### config.mk
export PLATFORM = sky130hd
export DESIGN_NAME = grayscale_contrast_stretch_flat
export DESIGN_NICKNAME = d
export VERILOG_FILES = /design/src/design/gcs_pkg.sv /design/src/design/gcs_in_if.sv /design/src/design/gcs_out_if.sv /design/src/design/gcs_ctrl.sv /design/src/design/gcs_dp.sv /design/src/design/grayscale_contrast_stretch.sv /design/src/flat_wrapper.sv
export SDC_FILE = /design/constraint.sdc
export NUM_CORES = 1
export LEC_CHECK = 0
export ABC_AREA = 1
export BUFFER_PORTS_ARGS = -buffer_cell sky130_fd_sc_hd__buf_2
export CAP_MARGIN = 5
export CORE_MARGIN = 3
export CORE_UTILIZATION = 50
export DETAILED_ROUTE_END_ITERATION = 7
export HOLD_SLACK_MARGIN = 0.08
export PLACE_DENSITY = 0.68
export SYNTH_ARGS = -nofsm -noshare
export SYNTH_HDL_FRONTEND = slang
export SYNTH_SLANG_ARGS = --single-unit
### constraint.sdc
create_clock -name clk -period 2.4 [get_ports clk]
set_clock_uncertainty 0.05 [all_clocks]
set_input_delay 0.24 -clock clk [delete_from_list [all_inputs] [get_ports clk]]
set_output_delay 0.24 -clock clk [all_outputs]
set_load 0.005 [all_outputs]
### src/design/gcs_pkg.sv
// Shared types and constants for the grayscale contrast stretch block.
package gcs_pkg;

    localparam int unsigned PIX_W      = 8;
    localparam int unsigned DIV_STEPS  = PIX_W;
    localparam int unsigned CNT_W      = $clog2(DIV_STEPS);
    localparam logic [PIX_W-1:0] FULL_SCALE = 8'd255;
    localparam logic [PIX_W-1:0] ZERO_LEVEL = 8'd0;

    localparam logic KIND_MEASURE = 1'b0;
    localparam logic KIND_MAP     = 1'b1;

    // controller -> datapath
    typedef struct packed {
        logic take;      // input beat accepted this cycle
        logic step;      // one quotient bit of the divider
        logic load_out;  // move the finished pixel into the output register
    } gcs_cmd_t;

    // datapath -> controller
    typedef struct packed {
        logic special_now;  // map pixel at the input needs no division
        logic out_busy;     // output register holds a beat that is not taken now
    } gcs_status_t;

endpackage

### src/design/gcs_in_if.sv
// Input pixel channel: valid/ready handshake with kind, first and pixel.
interface gcs_in_if;
    logic       valid;
    logic       ready;
    logic       kind;
    logic       first;
    logic [7:0] pixel;

    modport source (output valid, output kind, output first, output pixel, input ready);
    modport sink   (input valid, input kind, input first, input pixel, output ready);
endinterface

### src/design/gcs_out_if.sv
// Output pixel channel: valid/ready handshake with the stretched level.
interface gcs_out_if;
    logic       valid;
    logic       ready;
    logic [7:0] stretched;

    modport source (output valid, output stretched, input ready);
    modport sink   (input valid, input stretched, output ready);
endinterface

### src/design/gcs_ctrl.sv
// Controller state machine: sequences accept, division steps and output load.
module gcs_ctrl (
    input  logic                clk,
    input  logic                rst_n,
    input  logic                in_valid,
    input  logic                in_kind,
    input  gcs_pkg::gcs_status_t status,
    output logic                in_ready,
    output gcs_pkg::gcs_cmd_t   cmd
);

    typedef enum logic [1:0] {
        ST_IDLE,
        ST_DIV,
        ST_LOAD
    } state_t;

    state_t                    state_reg;
    state_t                    state_next;
    logic [gcs_pkg::CNT_W-1:0] cnt_reg;
    logic [gcs_pkg::CNT_W-1:0] cnt_next;

    always_comb
    begin
        state_next   = state_reg;
        cnt_next     = cnt_reg;
        in_ready     = 1'b0;
        cmd.take     = 1'b0;
        cmd.step     = 1'b0;
        cmd.load_out = 1'b0;
        case (state_reg)
            ST_IDLE:
            begin
                in_ready = 1'b1;
                if (in_valid)
                begin
                    cmd.take = 1'b1;
                    if (in_kind == gcs_pkg::KIND_MAP)
                    begin
                        cnt_next   = '0;
                        state_next = status.special_now ? ST_LOAD : ST_DIV;
                    end
                end
            end
            ST_DIV:
            begin
                cmd.step = 1'b1;
                cnt_next = cnt_reg + 1'b1;
                if (cnt_reg == gcs_pkg::CNT_W'(gcs_pkg::DIV_STEPS - 1))
                begin
                    state_next = ST_LOAD;
                end
            end
            ST_LOAD:
            begin
                if (!status.out_busy)
                begin
                    cmd.load_out = 1'b1;
                    state_next   = ST_IDLE;
                end
            end
            default:
            begin
                state_next = ST_IDLE;
            end
        endcase
    end

    always_ff @(posedge clk or negedge rst_n)
    begin
        if (!rst_n)
        begin
            state_reg <= ST_IDLE;
            cnt_reg   <= '0;
        end
        else
        begin
            state_reg <= state_next;
            cnt_reg   <= cnt_next;
        end
    end

endmodule

### src/design/gcs_dp.sv
// Datapath: min/max trackers, scaled numerator, restoring divider, output register.
module gcs_dp (
    input  logic                clk,
    input  logic                rst_n,
    input  gcs_pkg::gcs_cmd_t   cmd,
    input  logic                in_kind,
    input  logic                in_first,
    input  logic [7:0]          in_pixel,
    input  logic                out_ready,
    output gcs_pkg::gcs_status_t status,
    output logic                out_valid,
    output logic [7:0]          stretched
);

    logic [7:0]  low_reg;
    logic [7:0]  low_next;
    logic [7:0]  high_reg;
    logic [7:0]  high_next;
    logic [7:0]  span_reg;
    logic [7:0]  rem_reg;
    logic [7:0]  quo_reg;
    logic        spec_reg;
    logic [7:0]  spec_val_reg;
    logic        out_valid_reg;
    logic        out_valid_next;
    logic [7:0]  stretched_reg;

    logic [7:0]  diff;
    logic [15:0] num;
    logic        special_now;
    logic [7:0]  spec_val;
    logic [9:0]  trial;
    logic        trial_ge;

    // (p - low) * 255 as (d << 8) - d
    assign diff = in_pixel - low_reg;
    assign num  = {diff, 8'd0} - {8'd0, diff};

    assign special_now = (high_reg <= low_reg) || (in_pixel <= low_reg)
                         || (in_pixel >= high_reg);
    assign spec_val    = ((high_reg > low_reg) && (in_pixel >= high_reg))
                         ? gcs_pkg::FULL_SCALE : gcs_pkg::ZERO_LEVEL;

    // one restoring step; top byte of num is already below the span
    assign trial    = {1'b0, rem_reg, quo_reg[7]} - {2'b00, span_reg};
    assign trial_ge = !trial[9];

    always_comb
    begin
        low_next  = low_reg;
        high_next = high_reg;
        if (cmd.take && (in_kind == gcs_pkg::KIND_MEASURE))
        begin
            if (in_first)
            begin
                low_next  = in_pixel;
                high_next = in_pixel;
            end
            else
            begin
                if (in_pixel < low_reg)
                begin
                    low_next = in_pixel;
                end
                if (in_pixel > high_reg)
                begin
                    high_next = in_pixel;
                end
            end
        end
    end

    always_comb
    begin
        out_valid_next = out_valid_reg;
        if (out_valid_reg && out_ready)
        begin
            out_valid_next = 1'b0;
        end
        if (cmd.load_out)
        begin
            out_valid_next = 1'b1;
        end
    end

    always_ff @(posedge clk or negedge rst_n)
    begin
        if (!rst_n)
        begin
            low_reg       <= gcs_pkg::FULL_SCALE;
            high_reg      <= gcs_pkg::ZERO_LEVEL;
            out_valid_reg <= 1'b0;
        end
        else
        begin
            low_reg       <= low_next;
            high_reg      <= high_next;
            out_valid_reg <= out_valid_next;
        end
    end

    always_ff @(posedge clk)
    begin
        if (cmd.take && (in_kind == gcs_pkg::KIND_MAP))
        begin
            span_reg     <= high_reg - low_reg;
            rem_reg      <= num[15:8];
            quo_reg      <= num[7:0];
            spec_reg     <= special_now;
            spec_val_reg <= spec_val;
        end
        else if (cmd.step)
        begin
            rem_reg <= trial_ge ? trial[7:0] : {rem_reg[6:0], quo_reg[7]};
            quo_reg <= {quo_reg[6:0], trial_ge};
        end
        if (cmd.load_out)
        begin
            stretched_reg <= spec_reg ? spec_val_reg : quo_reg;
        end
    end

    assign status.special_now = special_now;
    assign status.out_busy    = out_valid_reg && !out_ready;
    assign out_valid          = out_valid_reg;
    assign stretched          = stretched_reg;

endmodule

### src/design/grayscale_contrast_stretch.sv
// Top level of the grayscale min/max contrast stretch block.
//
// Usage: a frame is streamed twice on pixin. Measure beats (kind 0) update the
// running minimum and maximum; a beat with first set restarts both at that
// pixel. Measure beats give no output beat. Map beats (kind 1) each give one
// beat on pixout: (pixel - min) * 255 / (max - min), truncated, 0 at or below
// min, 255 at or above max, and 0 when max is not above min.
// Timing: after a measure beat the block stays ready; after a map beat it is
// not ready again until its load. A map beat that needs division runs
// through the bit-serial restoring divider (one quotient bit per cycle), then
// the load step that loads the output register; one that saturates or hits a
// flat frame skips the divider. Result is valid on pixout the cycle after load.
// Reset: min tracker to 255, max tracker to 0, no output beat pending.
// Stall: the output register holds its beat while pixout.ready is low; the
// block keeps accepting measure beats and can divide the next map pixel,
// then waits in the load step until the register frees.
module grayscale_contrast_stretch (
    input  logic       clk,
    input  logic       rst_n,
    gcs_in_if.sink     pixin,
    gcs_out_if.source  pixout
);

    gcs_pkg::gcs_cmd_t    cmd;
    gcs_pkg::gcs_status_t status;

    gcs_ctrl u_ctrl (
        .clk      (clk),
        .rst_n    (rst_n),
        .in_valid (pixin.valid),
        .in_kind  (pixin.kind),
        .status   (status),
        .in_ready (pixin.ready),
        .cmd      (cmd)
    );

    gcs_dp u_dp (
        .clk       (clk),
        .rst_n     (rst_n),
        .cmd       (cmd),
        .in_kind   (pixin.kind),
        .in_first  (pixin.first),
        .in_pixel  (pixin.pixel),
        .out_ready (pixout.ready),
        .status    (status),
        .out_valid (pixout.valid),
        .stretched (pixout.stretched)
    );

    // a measure beat never produces an output beat
    assert property (@(posedge clk) disable iff (!rst_n)
        (pixin.valid && pixin.ready && (pixin.kind == gcs_pkg::KIND_MEASURE)
         && !pixout.valid) |=> !pixout.valid)
        else $error("output beat after a measure beat");

    // after a map beat is accepted, the input is not ready in the next cycle
    assert property (@(posedge clk) disable iff (!rst_n)
        (pixin.valid && pixin.ready && (pixin.kind == gcs_pkg::KIND_MAP))
        |=> !pixin.ready)
        else $error("input accepted right after a map beat");

    // output register is never overwritten while its beat waits
    assert property (@(posedge clk) disable iff (!rst_n)
        cmd.load_out |-> !status.out_busy)
        else $error("output register loaded while stalled");

    // divider steps never overlap an input accept
    assert property (@(posedge clk) disable iff (!rst_n)
        cmd.step |-> !cmd.take && !pixin.ready)
        else $error("divider step during input accept");

endmodule

### src/flat_wrapper.sv
// flat-port wrapper written by rule: the top's interface ports become plain ports
module grayscale_contrast_stretch_flat 
  (clk, rst_n, pixin_valid, pixin_kind, pixin_first, pixin_pixel, pixin_ready, pixout_valid, pixout_stretched, pixout_ready);
  gcs_in_if pixin_i ();
  gcs_out_if pixout_i ();
  input  logic clk;
  input  logic rst_n;
  input wire logic [$bits(pixin_i.valid)-1:0] pixin_valid;
  input wire logic [$bits(pixin_i.kind)-1:0] pixin_kind;
  input wire logic [$bits(pixin_i.first)-1:0] pixin_first;
  input wire logic [$bits(pixin_i.pixel)-1:0] pixin_pixel;
  output wire logic [$bits(pixin_i.ready)-1:0] pixin_ready;
  output wire logic [$bits(pixout_i.valid)-1:0] pixout_valid;
  output wire logic [$bits(pixout_i.stretched)-1:0] pixout_stretched;
  input wire logic [$bits(pixout_i.ready)-1:0] pixout_ready;
  assign pixin_i.valid = pixin_valid;
  assign pixin_i.kind = pixin_kind;
  assign pixin_i.first = pixin_first;
  assign pixin_i.pixel = pixin_pixel;
  assign pixin_ready = pixin_i.ready;
  assign pixout_valid = pixout_i.valid;
  assign pixout_stretched = pixout_i.stretched;
  assign pixout_i.ready = pixout_ready;
  grayscale_contrast_stretch u_core (.clk(clk), .rst_n(rst_n), .pixin(pixin_i), .pixout(pixout_i));
endmodule
Yosys cells after proc, flatten, opt, wreduce, memory -nomap -nowiden:

Cells that the tools add are included.

* memory bits (read-only): 0
* latch bits: 0
* memories kept: 0
* register bits after elaboration: 63
* bits of input ports: 14
* output and inout bits: 10
* bits in writable memories: 0
* word-level logic and storage cells: 77

* reductions and logical operators: 19
* magnitude comparators: 6
* muxes and demuxes: 28
* multipliers: 0
* equal/unequal tests: 7
* bitwise gates (word level): 1
* add/sub/neg operators: 5
* div/mod/pow operators: 0
* shift operators: 0

Operators by type and width (number)
* 8-bit 2-to-1 mux: 11
* 8-bit greater-than comparator: 2
* 8-bit <= comparator: 2
* 16-bit by 8-bit subtractor with 16-bit output: 1
* 8-bit subtractor: 2
* 2-bit 2-to-1 mux: 5
* 2-bit nonzero test: 5
* 9-bit by 8-bit subtractor with 10-bit output: 1
* 8-bit >= comparator: 1
* 8-bit < comparator: 1
* 1-bit 2-to-1 mux: 8
* 2-bit inequality test (second input constant): 4
* 3-bit 2-to-1 mux: 2
* 2-bit case mux with 3 select lines: 1
* 3-bit case mux with 2 select lines: 1
* 1-bit logical AND: 5
* 2-bit AND reduction: 2
* 4-bit AND reduction: 1
* 3-bit by 1-bit adder with 3-bit output (second input constant): 1
* 3-bit == test (second input constant): 1
* 3-bit AND reduction: 1
* 2-bit by 1-bit == test with 1-bit output (second input constant): 1
* 2-bit == test (second input constant): 1
* 1-bit logical NOT: 2
* 3 further kinds: 4

Depth between registers and ports, before layout:

* depth in word-level cells: 7
* gate-level depth with buffers: 16
* mapped depth without buffers: 16

Cells and area by module:

Synthesis repeated with hierarchy kept, for this count alone.

* cell total of the unflattened synthesis: 476
* area total of the unflattened synthesis: 3913.8 sq um

Modules (own cells, without submodules)
* gcs_dp: area an instance 3629.7 sq um, cells each 439, seq. area each 1456.4 sq um, instances 1
* gcs_ctrl: area an instance 284.0 sq um, cells each 37, seq. area each 125.1 sq um, instances 1

Least setup slack after synthesis:

OpenSTA, ideal clock, no wires.

* kind: flip-flop to flip-flop
* start: reg u_core.u_dp.low_reg[1]
* end: reg u_core.u_dp.rem_reg[2] (data pin)
* required time: 2.092 ns
* stages on the path, launching flop included: 12
* clock period less this slack: 2.332 ns
* buffers on the path: 0
* arrival time: 2.024 ns
* library setup time: 0.258 ns
* setup slack: 0.068 ns
* cell sequence: dfstp_2 -> inv_1 -> ha_1 -> xor2_2 -> ha_1 -> nand3_1 -> nor2_2 -> nand3_1 -> nand2_1 -> nand2_1 -> nand2_1 -> nand2_1

* word-level cells in the longest chain between the ends: 3

Ends and longest elaborated chain
* start, declared: RTL line gcs_dp.sv:15 `logic [7:0] low_reg;`
* start signal, assigned: RTL line gcs_dp.sv:90 `low_reg <= gcs_pkg::FULL_SCALE;`
* start signal, assigned: RTL line gcs_dp.sv:96 `low_reg <= low_next;`
* 8-bit subtractor: RTL line gcs_dp.sv:36 `assign diff = in_pixel - low_reg;`
* 16-bit by 8-bit subtractor with 16-bit output: RTL line gcs_dp.sv:37 `assign num = {diff, 8'd0} - {8'd0, diff};`
* 8-bit 2-to-1 mux: RTL line gcs_dp.sv:104 `if (cmd.take && (in_kind == gcs_pkg::KIND_MAP))`
* end signal, assigned: RTL line gcs_dp.sv:107 `rem_reg <= num[15:8];`
* end signal, assigned: RTL line gcs_dp.sv:114 `rem_reg <= trial_ge ? trial[7:0] : {rem_reg[6:0], quo_reg[7]};`
* end, declared: RTL line gcs_dp.sv:20 `logic [7:0] rem_reg;`

Every way passes these cells.
A chain may end at the register's enable or synchronous reset.

Worst setup path in the final report:

* start: reg u_core.u_dp.low_reg[1]
* end: reg u_core.u_dp.rem_reg[1] (data pin)

The elaborated chain is that of the path after synthesis.

==> results.toml <==
[global_route]
grt_use_met3 = 0.0287
overflow = 0
antenna_found_initial = 0
grtUsageMet2 = 0.338
gr-max-usage-layer = "met2"
grt_pass1_wl_um = 14200
use_met1 = 0.267
grt_max_degree = 23
track_usage = 0.199
grt_pass1_vias = 3153

[placed_design]
gp_congestion = 0.858
pre_cts_ws_ns = -0.0137
io_buffers = 23
hpwlAfterDp_um = 6680

[worst_setup_path]
startpoint = "u_core.u_dp.low_reg[1]$_DFFE_PN1P_"
crit_path_end = "u_core.u_dp.rem_reg[1]$_DFFE_PP_"
crit_path_max_fanout = 4
path_class = "reg -> reg"
worstPathArrival_ns = 2.38
r2r_end = "u_core.u_dp.rem_reg[1]$_DFFE_PP_"
worstRegToRegCells = 13
r2r_slack_ns = 0.06
r2r_start = "u_core.u_dp.low_reg[1]$_DFFE_PN1P_"
crit_required_ns = 2.44
cp-start-kind = "flip-flop"
end_kind = "flip-flop"

[pwr]
swShare = 0.469
power_w = 0.00721
peakVddDrop_uv = 826
switching_power_w = 0.00338
p_int_w = 0.00383
seq_power_share = 0.274
comb_power_share = 0.648
p_per_area_nw_per_um2 = 1560
clockPowerShare = 0.078
p_leak_nw = 2.28

[logic_synthesis]
avgSynthCellArea_sq_um = 7.84
ys_warn_count = 0
syn_inst = 505
synth_seq_cells = 56
mappedNetlistArea_sq_um = 3960
seq_area_frac_synth = 0.399
async_flop_share = 0.393
synth.net_count = 558
ys.flop_type = "edfxtp_1"
yosys.cell_types.count = 31
synth_edf_count = 34

[die]
core-area_sq_um = 7450
die_area_sq_um = 9020
die_x_um = 95.0
die_h_um = 95.0
rows = 31
io_pins = 24
start_util = 0.532

[clocking]
cts_buffer_depth = 2
numCtsBuffers = 5
clock-sinks = 56
h-tree-depth = 2
cts_tree = "yes"
clk_latency_ns = 0.32
cts_root_buf = "clkbuf_8"
path_clk_slew_ns = 0.11

[detailed_routing]
drt-total-wl_um = 8610
routedWlPerCell_um = 13.3
antenna_left = 0
vias = 3357
via_per_inst = 5.17
drt-initial-drc-count = 132
first_pass_iters = 4
drc = 0

[timing]
fin_hold_ws_ns = 0.117
maxClockFrequency_mhz = 427
drv_slew = 0
finalSetupTns_ns = 0
rsz0062_at_grt = "yes"
period_minus_slack_ns = 2.34
tightest_slew_ns = 0.731
finalSetupViolCount = 0
fin_crit_sh = 0.975
finalHoldViolations = 0
setup_ws_ns = 0.0596
slew-limit-headroom = 0.511

[status]
outcome = "complete, no violations"

[worst_hold_path]
min_path_cells = 3
hold_path.class = "in -> reg"

[job]
drv_cap = 0

[layout]
nets = 602
drive_gt1_frac = 0.173
area_growth_pct = 16.5
layout_common_cells = "nand2_1 (117), inv_1 (95), o21ai_0 (46)"
post-route-util = 0.619
num_antenna_cells = 0
mostFrequentLayoutCell = "nand2_1"
## per-layer routing
metal	part of all wire	wire, um
met1	0.46	3990
met2	0.49	4220
met3	0.025	214
met4	0.021	179
met5	0	0
## what timing repair did
item / 4_1_cts / 5_1_grt
pin swaps: 1 / 10
hold buffers: 2 / 0
gates resized for setup: 1 / 30
endpoints found under the hold margin: 15 / 0
buffers inserted: 1 / 5
cloned: 0 / 0
setup endpoints to repair: 3 / 15
## worst max-delay path, stage by stage (launching register included)
cell and delay (ns):
dfstp_2 0.55, inv_2 0.05, ha_4 0.29, buf_12 0.11, xor2_4 0.22, nand2_2 0.10
nor2_4 0.15, nand2_2 0.08, nor2_4 0.18, nand3_4 0.11, nand2_2 0.06, nand2_1 0.05
nand2_1 0.06, nand2_1 0.05
## how the worst min path moves through the flow
stage                         startpoint                                    to  slack (ns)
after floorplan                    rst_n  u_core.u_ctrl.cnt_reg[0]$_DFFE_PN0P_       -0.11
after global placement             rst_n  u_core.u_ctrl.cnt_reg[2]$_DFFE_PN0P_        0.18
after detailed placement           rst_n  u_core.u_ctrl.cnt_reg[2]$_DFFE_PN0P_        0.18
after CTS                 pixin_pixel[3]    u_core.u_dp.low_reg[3]$_DFFE_PN1P_        0.11
after global routing      pixin_pixel[1]    u_core.u_dp.low_reg[1]$_DFFE_PN1P_        0.16
final                     pixin_pixel[7]    u_core.u_dp.low_reg[7]$_DFFE_PN1P_        0.12
## area by class of cell
class,count,area [sq um]
Tap cell,99,124
Clock buffer,5,68.8
Inverter,96,360
Sequential cell,56,1580
Fill cell,709,2840
Timing Repair Buffer,43,295
Multi-Input combinational cell,347,2150
Clock inverter,3,27.5
## cell families (layout without fill, tap and decap cells)
| family | after synthesis | in the layout | share of synthesized area |
|---|---|---|---|
| AOI/OAI and AO/OA | 85 | 85 | 0.118 |
| DFF | 56 | 56 | 0.399 |
| and+or+nand+nor | 210 | 210 | 0.228 |
| xor gates and xnor gates | 13 | 13 | 0.0306 |
| buffers and inverters | 102 | 147 | 0.0976 |
| adders and majority gates | 39 | 39 | 0.127 |
## Yosys cell counts (3+ instances only)
cell type	number	area, sq um
dfstp_2	8	210
ha_1	37	463
nor2_1	28	105
xor2_1	8	70.1
nand4_1	6	37.5
nand2_2	7	43.8
edfxtp_1	34	1020
a21oi_1	23	115
nand2_1	126	473
nand3_1	32	160
nor3_1	4	20.0
inv_1	96	360
dfrtp_1	14	350
clkbuf_1	3	11.3
o21ai_0	48	240
o211ai_1	5	37.5
xnor2_1	4	35.0
buf_2	3	15.0
## power by group through the flow
stage	Clock, W	Sequential (W)	Combinational [W]
floorplan	0	0.00195	0.00310
global placement	0	0.00198	0.00408
detailed placement	0	0.00200	0.00421
CTS	0.000583	0.00198	0.00425
global route	0.000611	0.00203	0.00529
finish	0.000563	0.00198	0.00467
## through the flow
stage          instances  instance area [sq um]
2_1_floorplan        505                   3960
3_3_place_gp         633                   4280
3_5_place_dp         633                   4280
4_1_cts              644                   4400
5_1_grt              649                   4610
6_report             649                   4610
Note: power is estimated with default switching activity, not from simulation.
